`src/hdl/opps_pkg.sv`:
```
// ----------------------------------------------------------------------------
// opps_pkg
// Types and constants shared by the Ogg page segmenter modules.
// ----------------------------------------------------------------------------
package opps_pkg;

  localparam int SEG_LIMIT   = 255;   // lacing entries per page
  localparam int BASE_HDR    = 27;    // fixed page header bytes
  localparam int MAX_RESULTS = 64;    // result records per word
  localparam int LOOP_LIMIT  = MAX_RESULTS - 2;  // placement loop runs below this

  localparam logic [15:0] MAX_FLOOR   = 16'd4096;
  // floor(x / 255) = (x * RECIP_255) >> RECIP_SHIFT, exact for 16-bit x
  localparam logic [15:0] RECIP_255   = 16'd32897;
  localparam int          RECIP_SHIFT = 23;

  localparam int FLAG_CONT = 0;
  localparam int FLAG_BOS  = 1;
  localparam int FLAG_EOS  = 2;
  localparam logic [2:0] FLAGS_BOS = 3'(1 << FLAG_BOS);

  localparam logic [7:0] REG_MIN_PAGE_SIZE  = 8'd0;
  localparam logic [7:0] REG_MAX_PAGE_SIZE  = 8'd1;
  localparam logic [7:0] REG_HEADER_PACKETS = 8'd2;
  localparam logic [7:0] REG_STREAM_SERIAL  = 8'd3;

  typedef enum logic {
    CMD_PACKET = 1'b0,
    CMD_FINISH = 1'b1
  } cmd_kind_t;

  typedef enum logic {
    KIND_PART = 1'b0,
    KIND_PAGE = 1'b1
  } result_kind_t;

  typedef enum logic [2:0] {
    ST_IDLE,
    ST_CALC,
    ST_SIZE,
    ST_PLACE,
    ST_CLOSE
  } eng_state_t;

  // Input word data, first field in the low bits.
  typedef struct packed {
    logic [63:0] end_granule;
    logic [15:0] packet_length;
  } in_tdata_t;

  // Output word data, first field in the low bits.
  typedef struct packed {
    logic [3:0]  pad;
    logic [31:0] page_serial;
    logic [15:0] page_body_bytes;
    logic [7:0]  page_segments;
    logic [63:0] page_granule;
    logic [2:0]  page_flags;
    logic [31:0] page_sequence;
    logic        part_ends_packet;
    logic [15:0] part_length;
    logic [15:0] part_start;
  } out_tdata_t;

  localparam int IN_TDATA_W  = $bits(in_tdata_t);
  localparam int OUT_TDATA_W = $bits(out_tdata_t);

  typedef struct packed {
    cmd_kind_t   kind;
    logic [15:0] len;
    logic [63:0] gran;
  } cmd_t;

  typedef struct packed {
    logic [15:0] min_page_size;
    logic [15:0] max_page_size;
    logic [7:0]  header_packet_count;
    logic [31:0] stream_serial;
  } cfg_t;

  typedef struct packed {
    result_kind_t kind;
    logic [15:0]  part_start;
    logic [15:0]  part_length;
    logic         part_ends_packet;
    logic [31:0]  page_sequence;
    logic [2:0]   page_flags;
    logic [63:0]  page_granule;
    logic [7:0]   page_segments;
    logic [15:0]  page_body_bytes;
    logic [31:0]  page_serial;
    logic         last;
  } result_t;

  function automatic logic [8:0] div255(input logic [15:0] x);
    logic [31:0] prod;
    prod = 32'(x) * 32'(RECIP_255);
    return prod[RECIP_SHIFT+8:RECIP_SHIFT];
  endfunction

endpackage

```
`src/hdl/opps_front.sv`:
```
// ----------------------------------------------------------------------------
// opps_front
// Input register: takes stream words and decodes them into commands.
// ----------------------------------------------------------------------------
module opps_front (
  input  logic                              clk,
  input  logic                              rst,
  input  logic                              s_axis_tvalid,
  output logic                              s_axis_tready,
  input  logic [opps_pkg::IN_TDATA_W-1:0]   s_axis_tdata,  // packet_length, end_granule
  input  logic [0:0]                        s_axis_tuser,  // opcode
  output logic                              push,
  output opps_pkg::cmd_t                    push_data,
  input  logic                              full
);
  import opps_pkg::*;

  in_tdata_t in_word;
  cmd_t      hold;
  logic      hold_valid;

  assign in_word       = s_axis_tdata;
  assign push          = hold_valid;
  assign push_data     = hold;
  assign s_axis_tready = !hold_valid || !full;

  always_ff @(posedge clk) begin
    if (rst) begin
      hold_valid <= 1'b0;
    end else if (s_axis_tready) begin
      hold_valid <= s_axis_tvalid;
    end
  end

  always_ff @(posedge clk) begin
    if (s_axis_tvalid && s_axis_tready) begin
      hold.kind <= s_axis_tuser[0] ? CMD_FINISH : CMD_PACKET;
      hold.len  <= in_word.packet_length;
      hold.gran <= in_word.end_granule;
    end
  end

endmodule

```
`src/hdl/opps_queue.sv`:
```
// ----------------------------------------------------------------------------
// opps_queue
// Short command queue between the input register and the page engine.
// ----------------------------------------------------------------------------
module opps_queue #(
  parameter int DEPTH = 4
) (
  input  logic           clk,
  input  logic           rst,
  input  logic           push,
  input  opps_pkg::cmd_t push_data,
  output logic           full,
  input  logic           pop,
  output opps_pkg::cmd_t pop_data,
  output logic           empty
);
  import opps_pkg::*;

  localparam int PTR_W = (DEPTH > 1) ? $clog2(DEPTH) : 1;
  localparam int CNT_W = $clog2(DEPTH + 1);
  localparam logic [PTR_W-1:0] LAST_PTR = PTR_W'(DEPTH - 1);
  localparam logic [CNT_W-1:0] FULL_CNT = CNT_W'(DEPTH);

  cmd_t             slots [DEPTH];
  logic [PTR_W-1:0] wr_ptr;
  logic [PTR_W-1:0] rd_ptr;
  logic [CNT_W-1:0] count;
  logic             push_ok;
  logic             pop_ok;

  assign full     = (count == FULL_CNT);
  assign empty    = (count == '0);
  assign push_ok  = push && !full;
  assign pop_ok   = pop && !empty;
  assign pop_data = slots[rd_ptr];

  always_ff @(posedge clk) begin
    if (rst) begin
      wr_ptr <= '0;
      rd_ptr <= '0;
      count  <= '0;
    end else begin
      if (push_ok) begin
        wr_ptr <= (wr_ptr == LAST_PTR) ? '0 : wr_ptr + 1'b1;
      end
      if (pop_ok) begin
        rd_ptr <= (rd_ptr == LAST_PTR) ? '0 : rd_ptr + 1'b1;
      end
      if (push_ok && !pop_ok) begin
        count <= count + 1'b1;
      end else if (pop_ok && !push_ok) begin
        count <= count - 1'b1;
      end
    end
  end

  always_ff @(posedge clk) begin
    if (push_ok) begin
      slots[wr_ptr] <= push_data;
    end
  end

endmodule

```
`src/hdl/opps_back.sv`:
```
// ----------------------------------------------------------------------------
// opps_back
// Page engine: places packet parts on pages and closes pages.
// ----------------------------------------------------------------------------
module opps_back (
  input  logic              clk,
  input  logic              rst,
  input  opps_pkg::cfg_t    cfg,
  input  logic              empty,
  input  opps_pkg::cmd_t    pop_data,
  output logic              pop,
  output logic              out_valid,
  input  logic              out_ready,
  output opps_pkg::result_t out_data
);
  import opps_pkg::*;

  localparam int N_W = $clog2(MAX_RESULTS + 1);
  localparam logic [N_W-1:0] N_LIMIT = N_W'(LOOP_LIMIT);
  localparam logic [16:0]    PB_BASE = 17'(BASE_HDR);
  localparam logic [7:0]     SEG_TOP = 8'(SEG_LIMIT - 1);

  eng_state_t state;
  eng_state_t state_next;

  // open page
  logic [16:0] page_bytes;
  logic [7:0]  seg_count;
  logic        has_data;
  logic [31:0] open_seq;
  logic [31:0] next_seq;
  logic [2:0]  open_flags;
  logic [63:0] open_gran;
  logic [7:0]  packets_seen;

  // packet in progress
  logic [63:0]    pkt_gran;
  logic [15:0]    remaining;
  logic [15:0]    start;
  logic [N_W-1:0] n_out;
  logic           tail_close;
  logic [7:0]     seg_q;
  logic [8:0]     lim_q;
  logic [7:0]     rem_q;
  logic [15:0]    take;
  logic [7:0]     take_q;
  logic           ends;

  logic           out_free;
  logic [15:0]    max_eff;
  logic [16:0]    max_gap;
  logic [15:0]    lim_room;
  logic [7:0]     seg_q_calc;
  logic           loop_end;
  logic           hdr_open;
  logic           hdr_close;
  logic [8:0]     space_q;
  logic [16:0]    space;
  logic           space_short;
  logic           break_now;
  logic [7:0]     segs;
  logic [16:0]    pb_new;
  logic           close_now;
  logic [15:0]    rem_new;
  logic [N_W-1:0] n_part;
  logic           part_last;
  logic           close_last;
  logic [15:0]    body;
  result_t        part_res;
  result_t        page_res;

  logic calc_step;
  logic calc_tail;
  logic do_break;
  logic do_place;
  logic emit_part;
  logic emit_page;

  // Room and placement arithmetic.
  always_comb begin
    out_free   = !out_valid || out_ready;
    max_eff    = (cfg.max_page_size < MAX_FLOOR) ? MAX_FLOOR : cfg.max_page_size;
    max_gap    = {1'b0, max_eff} - page_bytes;
    lim_room   = ({1'b0, max_eff} > page_bytes) ? max_gap[15:0] : '0;
    seg_q_calc = (seg_count >= SEG_TOP) ? '0 : SEG_TOP - seg_count;
    loop_end   = (remaining == '0) || (n_out >= N_LIMIT);
    hdr_open   = (packets_seen < cfg.header_packet_count);
    hdr_close  = hdr_open && has_data;

    space_q     = ({1'b0, seg_q} < lim_q) ? {1'b0, seg_q} : lim_q;
    space       = {space_q, 8'h00} - {8'h00, space_q};
    space_short = (space < {1'b0, remaining});

    break_now  = (take == '0) && (seg_count == '0) && (page_bytes == PB_BASE);
    segs       = take_q + {7'b0, ends};
    pb_new     = page_bytes + {9'b0, segs} + {1'b0, take};
    close_now  = (pb_new >= {1'b0, cfg.min_page_size}) || (open_seq == '0) ||
                 (take == '0);
    rem_new    = remaining - take;
    n_part     = n_out + N_W'(take != '0);
    part_last  = !close_now && ((rem_new == '0) || (n_part >= N_LIMIT)) && !hdr_open;
    close_last = tail_close || (remaining == '0) || ((n_out + 1'b1) >= N_LIMIT);
    body       = 16'(page_bytes - PB_BASE - {9'b0, seg_count});
  end

  always_comb begin
    part_res                  = '0;
    part_res.kind             = KIND_PART;
    part_res.part_start       = start;
    part_res.part_length      = take;
    part_res.part_ends_packet = ends;
    part_res.page_sequence    = open_seq;
    part_res.last             = part_last;

    page_res                 = '0;
    page_res.kind            = KIND_PAGE;
    page_res.page_sequence   = open_seq;
    page_res.page_flags      = open_flags;
    page_res.page_granule    = open_gran;
    page_res.page_segments   = seg_count;
    page_res.page_body_bytes = body;
    page_res.page_serial     = cfg.stream_serial;
    page_res.last            = close_last;
  end

  // Next state.
  always_comb begin
    state_next = state;
    case (state)
      ST_IDLE: begin
        if (!empty) begin
          state_next = (pop_data.kind == CMD_FINISH) ? ST_CLOSE : ST_CALC;
        end
      end
      ST_CALC: begin
        if (loop_end) begin
          state_next = hdr_close ? ST_CLOSE : ST_IDLE;
        end else begin
          state_next = ST_SIZE;
        end
      end
      ST_SIZE: begin
        state_next = ST_PLACE;
      end
      ST_PLACE: begin
        if (break_now) begin
          state_next = ST_CALC;
        end else if (out_free) begin
          state_next = close_now ? ST_CLOSE : ST_CALC;
        end
      end
      ST_CLOSE: begin
        if (out_free) begin
          state_next = tail_close ? ST_IDLE : ST_CALC;
        end
      end
      default: begin
        state_next = ST_IDLE;
      end
    endcase
  end

  // State outputs.
  always_comb begin
    pop       = 1'b0;
    calc_step = 1'b0;
    calc_tail = 1'b0;
    do_break  = 1'b0;
    do_place  = 1'b0;
    emit_page = 1'b0;
    case (state)
      ST_IDLE: begin
        pop = !empty;
      end
      ST_CALC: begin
        calc_step = !loop_end;
        calc_tail = loop_end;
      end
      ST_PLACE: begin
        do_break = break_now;
        do_place = !break_now && out_free;
      end
      ST_CLOSE: begin
        emit_page = out_free;
      end
      default: begin
        pop = 1'b0;
      end
    endcase
    emit_part = do_place && (take != '0);
  end

  always_ff @(posedge clk) begin
    if (rst) begin
      state        <= ST_IDLE;
      out_valid    <= 1'b0;
      page_bytes   <= PB_BASE;
      seg_count    <= '0;
      has_data     <= 1'b0;
      open_seq     <= '0;
      next_seq     <= 32'd1;
      open_flags   <= FLAGS_BOS;
      open_gran    <= '1;
      packets_seen <= '0;
    end else begin
      state <= state_next;
      if (emit_part || emit_page) begin
        out_valid <= 1'b1;
      end else if (out_ready) begin
        out_valid <= 1'b0;
      end
      if (pop) begin
        if (pop_data.kind == CMD_FINISH) begin
          open_flags[FLAG_EOS] <= 1'b1;
        end else begin
          has_data <= 1'b1;
        end
      end
      if (calc_tail && (packets_seen != 8'hFF)) begin
        packets_seen <= packets_seen + 1'b1;
      end
      if (do_place) begin
        if (!has_data && (start != '0)) begin
          open_flags[FLAG_CONT] <= 1'b1;
        end
        if (take != '0) begin
          seg_count  <= seg_count + segs;
          page_bytes <= pb_new;
          has_data   <= 1'b1;
          if (ends) begin
            open_gran <= pkt_gran;
          end
        end
      end
      if (emit_page) begin
        // open a fresh page
        open_seq   <= next_seq;
        open_flags <= (next_seq == '0) ? FLAGS_BOS : '0;
        open_gran  <= '1;
        next_seq   <= next_seq + 1'b1;
        page_bytes <= PB_BASE;
        seg_count  <= '0;
        has_data   <= 1'b0;
      end
    end
  end

  always_ff @(posedge clk) begin
    if (pop) begin
      n_out      <= '0;
      pkt_gran   <= pop_data.gran;
      start      <= '0;
      remaining  <= (pop_data.kind == CMD_FINISH) ? '0 : pop_data.len;
      tail_close <= (pop_data.kind == CMD_FINISH);
    end
    if (calc_step) begin
      seg_q <= seg_q_calc;
      lim_q <= div255(lim_room);
      rem_q <= 8'(div255(remaining));
    end
    if (calc_tail && hdr_close) begin
      tail_close <= 1'b1;
    end
    if (state == ST_SIZE) begin
      take   <= space_short ? space[15:0] : remaining;
      take_q <= space_short ? space_q[7:0] : rem_q;
      ends   <= !space_short;
    end
    if (do_break) begin
      remaining <= '0;
    end
    if (do_place) begin
      start     <= start + take;
      remaining <= rem_new;
      n_out     <= n_part;
    end
    if (emit_page) begin
      n_out <= n_out + 1'b1;
    end
    if (emit_part) begin
      out_data <= part_res;
    end else if (emit_page) begin
      out_data <= page_res;
    end
  end

endmodule

```
`src/hdl/ogg_page_packet_segmenter.sv`:
```
// ----------------------------------------------------------------------------
// ogg_page_packet_segmenter
// Cuts packet descriptors into Ogg page parts and page records.
// ----------------------------------------------------------------------------
//
//  Channel  Dir  Word                                  Accepted when
//  s_axis   in   packet descriptor or finish command   s_axis_tvalid & s_axis_tready
//  m_axis   out  part record or page record            m_axis_tvalid & m_axis_tready
//  cfg      in   register write (index, data)          cfg_valid & cfg_ready
//
//  Steps: a finish is dequeued, then its page record is sent. A packet is
//  dequeued, then each placement attempt runs room calc with the divide-by-255
//  multiply, sizing and placement, each closed page adds a page record step,
//  and a last room calc ends the packet. The page engine loop sets this order.
//  Reset: synchronous; page state returns to page zero, config to defaults.
//  Stalls: m_axis back pressure holds the engine only; the input register and
//  the command queue keep taking words until QUEUE_DEPTH + 1 are held.
//
module ogg_page_packet_segmenter #(
  parameter int QUEUE_DEPTH = 4
) (
  input  logic                             clk,
  input  logic                             rst,
  input  logic                             s_axis_tvalid,
  output logic                             s_axis_tready,
  input  logic [opps_pkg::IN_TDATA_W-1:0]  s_axis_tdata,  // packet_length, end_granule
  input  logic [0:0]                       s_axis_tuser,  // opcode
  output logic                             m_axis_tvalid,
  input  logic                             m_axis_tready,
  // part_start, part_length, part_ends_packet, page_sequence, page_flags,
  // page_granule, page_segments, page_body_bytes, page_serial, zero pad
  output logic [opps_pkg::OUT_TDATA_W-1:0] m_axis_tdata,
  output logic [0:0]                       m_axis_tuser,  // result_kind
  output logic                             m_axis_tlast,  // last_of_run
  input  logic                             cfg_valid,
  output logic                             cfg_ready,
  input  logic [7:0]                       cfg_index,
  input  logic [31:0]                      cfg_data
);
  import opps_pkg::*;

  cfg_t       cfg;
  cmd_t       push_data;
  cmd_t       pop_data;
  logic       push;
  logic       full;
  logic       pop;
  logic       empty;
  result_t    res;
  logic       res_valid;
  out_tdata_t out_word;

  // Config writes are registered; unknown indexes are dropped.
  assign cfg_ready = 1'b1;

  always_ff @(posedge clk) begin
    if (rst) begin
      cfg.min_page_size       <= 16'd4096;
      cfg.max_page_size       <= 16'd8192;
      cfg.header_packet_count <= 8'd3;
      cfg.stream_serial       <= '0;
    end else if (cfg_valid && cfg_ready) begin
      case (cfg_index)
        REG_MIN_PAGE_SIZE:  cfg.min_page_size       <= cfg_data[15:0];
        REG_MAX_PAGE_SIZE:  cfg.max_page_size       <= cfg_data[15:0];
        REG_HEADER_PACKETS: cfg.header_packet_count <= cfg_data[7:0];
        REG_STREAM_SERIAL:  cfg.stream_serial       <= cfg_data;
        default: begin
          cfg <= cfg;
        end
      endcase
    end
  end

  // Front: register and decode incoming words.
  opps_front u_front (
    .clk           (clk),
    .rst           (rst),
    .s_axis_tvalid (s_axis_tvalid),
    .s_axis_tready (s_axis_tready),
    .s_axis_tdata  (s_axis_tdata),
    .s_axis_tuser  (s_axis_tuser),
    .push          (push),
    .push_data     (push_data),
    .full          (full)
  );

  // Queue: lets the front keep accepting while the engine waits on m_axis.
  opps_queue #(
    .DEPTH (QUEUE_DEPTH)
  ) u_queue (
    .clk       (clk),
    .rst       (rst),
    .push      (push),
    .push_data (push_data),
    .full      (full),
    .pop       (pop),
    .pop_data  (pop_data),
    .empty     (empty)
  );

  // Back: page engine with its own output register.
  opps_back u_back (
    .clk       (clk),
    .rst       (rst),
    .cfg       (cfg),
    .empty     (empty),
    .pop_data  (pop_data),
    .pop       (pop),
    .out_valid (res_valid),
    .out_ready (m_axis_tready),
    .out_data  (res)
  );

  // Pack the result record onto the output word.
  always_comb begin
    out_word                  = '0;
    out_word.part_start       = res.part_start;
    out_word.part_length      = res.part_length;
    out_word.part_ends_packet = res.part_ends_packet;
    out_word.page_sequence    = res.page_sequence;
    out_word.page_flags       = res.page_flags;
    out_word.page_granule     = res.page_granule;
    out_word.page_segments    = res.page_segments;
    out_word.page_body_bytes  = res.page_body_bytes;
    out_word.page_serial      = res.page_serial;
  end

  assign m_axis_tvalid   = res_valid;
  assign m_axis_tdata    = out_word;
  assign m_axis_tuser[0] = res.kind;
  assign m_axis_tlast    = res.last;

endmodule

```
`config.mk`:
```
export PLATFORM = sky130hd
export DESIGN_NAME = ogg_page_packet_segmenter
export DESIGN_NICKNAME = d
export VERILOG_FILES = /design/src/hdl/opps_pkg.sv /design/src/hdl/opps_front.sv /design/src/hdl/opps_queue.sv /design/src/hdl/opps_back.sv /design/src/hdl/ogg_page_packet_segmenter.sv
export SDC_FILE = /design/constraint.sdc
export NUM_CORES = 2
export LEC_CHECK = 0
export BUFFER_PORTS_ARGS = -buffer_cell sky130_fd_sc_hd__buf_2
export CAP_MARGIN = 20
export CORE_ASPECT_RATIO = 2
export CORE_MARGIN = 1.5
export CORE_UTILIZATION = 50
export CTS_CLUSTER_DIAMETER = 120
export CTS_CLUSTER_SIZE = 16
export DETAILED_ROUTE_END_ITERATION = 10
export PLACE_DENSITY = 0.78
export REMOVE_ABC_BUFFERS = 1
export SLEW_MARGIN = 20
export SYNTH_ARGS = -nofsm -noshare
export SYNTH_HDL_FRONTEND = slang
export SYNTH_HIERARCHICAL = 1
export SYNTH_SLANG_ARGS = --single-unit
```
`constraint.sdc`:
```
create_clock -name clk -period 12.4 [get_ports clk]
set_input_delay 0.62 -clock clk [delete_from_list [all_inputs] [get_ports clk]]
set_output_delay 0.62 -clock clk [all_outputs]
set_load 0.02 [all_outputs]
```
==> impl_metrics.env <==
export IMPL_max_slew_margin_rel=0.2530
export IMPL_cts_sinks=1000
export IMPL_ant_nets=0
export IMPL_total_leakage_power_nw=19.53
export IMPL_h_tree_depth=3
export IMPL_power_internal_mw=6.624
export IMPL_place_ws_ns=5.527
export IMPL_grt_max_degree=159
export IMPL_postSynthAreaPerCell_sq_um=12.06
export IMPL_combPwrFrac=0.329
export IMPL_path_class="reg2reg"
export IMPL_synth_top_area_cell="edfxtp_1"
export IMPL_start_util=0.5062
export IMPL_vias=29406
export IMPL_holdWs_ns=0.1206
export IMPL_hold_buffers=0
export IMPL_period_share=0.5550
export IMPL_drt_iter0_markers=1930
export IMPL_hold_depth=1
export IMPL_dp_cells=5062
export IMPL_drive_gt1_frac=0.1387
export IMPL_die_y_microns=425.7
export IMPL_io_pins=323
export IMPL_cts_root_buf="clkbuf_16"
export IMPL_outcome="completed"
export IMPL_min_period_ns=6.882
export IMPL_ir_drop_v=0.0001777
export IMPL_tns_ns=0
export IMPL_hold_class="in2reg"
export IMPL_finalInstanceArea_sq_um=49460
export IMPL_r2r_end="u_back/lim_q[7]"
export IMPL_rrSetupSlack_ns=5.52
export IMPL_utilization=0.5604
export IMPL_required_ns=12.82
export IMPL_drv_cap=0
export IMPL_crit_path_max_fanout=13
export IMPL_cts_tree="done"
export IMPL_critPathMaxStageDelay_ns=0.62
export IMPL_io_buffers=317
export IMPL_yosysMostFrequentCell="edfxtp_1"
export IMPL_ys_seq_area_frac=0.5880
export IMPL_grt_ovfl_total=0
export IMPL_clk_insertion_delay_late_ns=0.70
export IMPL_synth_warnings=6
export IMPL_drc=0
export IMPL_arrival_ns=7.30
export IMPL_firstDrtPassIters=7
export IMPL_fp_dieArea_sq_um=91250
export IMPL_syn_inst=3705
export IMPL_synth_edff_count=624
export IMPL_skew_ns=0.04281
export IMPL_dpl_instance_area_sq_um=47290
export IMPL_synth_ff_type="edfxtp_1"
export IMPL_viasPerCell=5.659
export IMPL_grt_use_met2=0.4312
export IMPL_place_congestion=0.9575
export IMPL_synth_cell_types=83
export IMPL_cp_end_kind="flip-flop"
export IMPL_seqPwrFrac=0.450
export IMPL_hpwl_mm=76.79
export IMPL_first_global_vias=29555
export IMPL_clkPwrFrac=0.222
export IMPL_power_switching_mw=3.654
export IMPL_synthTopCellsByArea="edfxtp_1, dfxtp_1, ha_1, nand2_1, mux4_2"
export IMPL_hold_path_startpoint="s_axis_tdata[71]"
export IMPL_worstMarginPinSlew_ns=1.120
export IMPL_antenna_found_initial=6
export IMPL_top_usage_layer="met2"
export IMPL_syn_cell_area_sq_um=44670
export IMPL_slowest_stage="nor3_1"
export IMPL_final_hold_violation_count=0
export IMPL_post_cts_resized=0
export IMPL_setup_viol=0
export IMPL_rsz0062_at_grt="false"
export IMPL_yosys_top_cells_count="edfxtp_1, nand2_1, dfxtp_1"
export IMPL_wl_per_cell_microns=21.26
export IMPL_post_cts_setup_buffers=0
export IMPL_grt_pass1_wl_mm=168.3
export IMPL_cts_inserted_buffers=72
export IMPL_hold_path_end="u_front/push_data[55]"
export IMPL_area_delta_synth_final_pct=10.72
export IMPL_finalNonFillerCells=5196
export IMPL_grt_use_met3=0.03547
export IMPL_p_sw_frac=0.3555
export IMPL_die_w_microns=214.4
export IMPL_yosys_register_bits=1000
export IMPL_core_sq_um=88250
export IMPL_row_count=154
export IMPL_powerDensity_nw_per_um2=207.8
export IMPL_drv_slew=0
export IMPL_p_total_mw=10.28
export IMPL_grt_use_total=0.2405
export IMPL_critPathLaunchType="flip-flop"
export IMPL_use_met1=0.2668
export IMPL_crit_top_cell="ha_1"
export IMPL_async_flop_share=0
export IMPL_fin_ws_ns=5.518
export IMPL_nets=4393
export IMPL_max_freq_mhz=145.3
export IMPL_finalWirelength_mm=110.5
export IMPL_cts_clk_slew_worst_paths_ns=0.10
export IMPL_clock_path_buffers=3
export IMPL_worst_r2r_cell_count=26
export IMPL_timing_rr_start="cfg[54]"
export IMPL_netlist_area_leader_share=0.4195
==> worst max-delay path, delay by kind of cell (launching register included) <==
kind,cells,cell delay [ns]
compound gates,8,1.83
flops,1,0.34
simple gates,8,1.83
buf+inv,2,0.31
xor+xnor,1,0.19
fa+ha+maj,7,2.12
==> cell families after synthesis <==
| group | after synthesis | share of synthesized area |
|---|---|---|
| AND/OR/NAND/NOR | 1355 | 0.1446 |
| flip-flops | 1000 | 0.5880 |
| AO/OA/AOI/OAI | 407 | 0.05728 |
| buffers and inverters | 308 | 0.02955 |
| adder cells (fa/ha/maj) | 301 | 0.08683 |
| multiplexers | 190 | 0.06582 |
| XOR/XNOR | 141 | 0.02765 |
| other | 3 | 0.0002521 |
==> final cells by class <==
type	count	area (sq um)
fillers	7368	38790
flip-flops and latches	1000	26270
multi-input cells	2400	17170
clock buffers	123	2014
repair buffers	348	1842
well taps	1170	1464
inverters	144	545.5
clock inverters	7	141.4
diodes	4	10.01
==> layout by cell type, fill, tap and decap left out, types with 13 or more instances in the layout <==
master / synthesis / layout
a211oi_1: 19 / 19
a21o_1: 25 / 25
a21oi_1: 145 / 145
a31oi_1: 17 / 17
and2_1: 62 / 61
and3_1: 26 / 26
buf_2: 14 / 316
buf_4: 13 / 30
clkbuf_1: 104 / 50
clkbuf_16: 0 / 73
dfxtp_1: 376 / 374
edfxtp_1: 624 / 624
fa_1: 15 / 15
ha_1: 286 / 286
inv_1: 143 / 142
mux2i_1: 89 / 89
mux4_2: 81 / 81
nand2_1: 533 / 530
nand2b_1: 116 / 116
nand3_1: 228 / 227
nand4_1: 31 / 31
nor2_1: 186 / 184
nor2b_1: 31 / 31
nor3_1: 42 / 41
nor4_1: 35 / 34
o21a_1: 22 / 22
o21ai_0: 86 / 86
or3_1: 13 / 13
xnor2_1: 73 / 73
xor2_1: 68 / 68
==> registers in the layout, summed over array words and instances (netlist names), 7 cells and up, named ones only <==
register and flops:
u_back/take_q 8, u_back/open_seq 32, u_queue/slots 324, u_back/lim_q 9
u_back/rem_q 8, u_front/push_data 81, u_back/n_out 7, u_back/remaining 16
u_back/open_gran 64, u_back/seg_count 8, u_back/start 16, u_back/out_data 190
u_back/take 16, cfg 72, u_back/page_bytes 17, u_back/next_seq 32
u_back/packets_seen 8, u_back/pkt_gran 64, u_back/seg_q 8
==> per-layer routing <==
layer | share of wire | up-vias
li1 | - | 13786
met1 | 0.37 | 14283
met2 | 0.51 | 1026
met3 | 0.054 | 307
met4 | 0.064 | 4
met5 | 0.00024 | -
==> power groups by stage <==
stage	combinational [mW]	clock (mW)	sequential, mW
6_report	3.38	2.28	4.62
5_1_grt	3.72	2.45	4.67
2_1_floorplan	2.11	0	4.84
3_3_place_gp	3.27	0	4.67
3_5_place_dp	3.36	0	4.68
4_1_cts	3.39	2.33	4.62
==> how the worst max path moves through the flow <==
stage | from | endpoint | slack (ns) | cells past startpoint
final | cfg[54] | u_back/lim_q[7] | 5.52 | 26
after global routing | cfg[54] | u_back/lim_q[7] | 5.06 | 26
after CTS | cfg[54] | u_back/lim_q[7] | 5.47 | 26
after detailed placement | cfg[55] | u_back/lim_q[7] | 5.53 | 26
after global placement | cfg[55] | u_back/lim_q[7] | 5.53 | 26
after floorplan | u_queue/count[0] | u_queue/count[2] | 3.23 | 9
(Power assumes the default switching activity.)
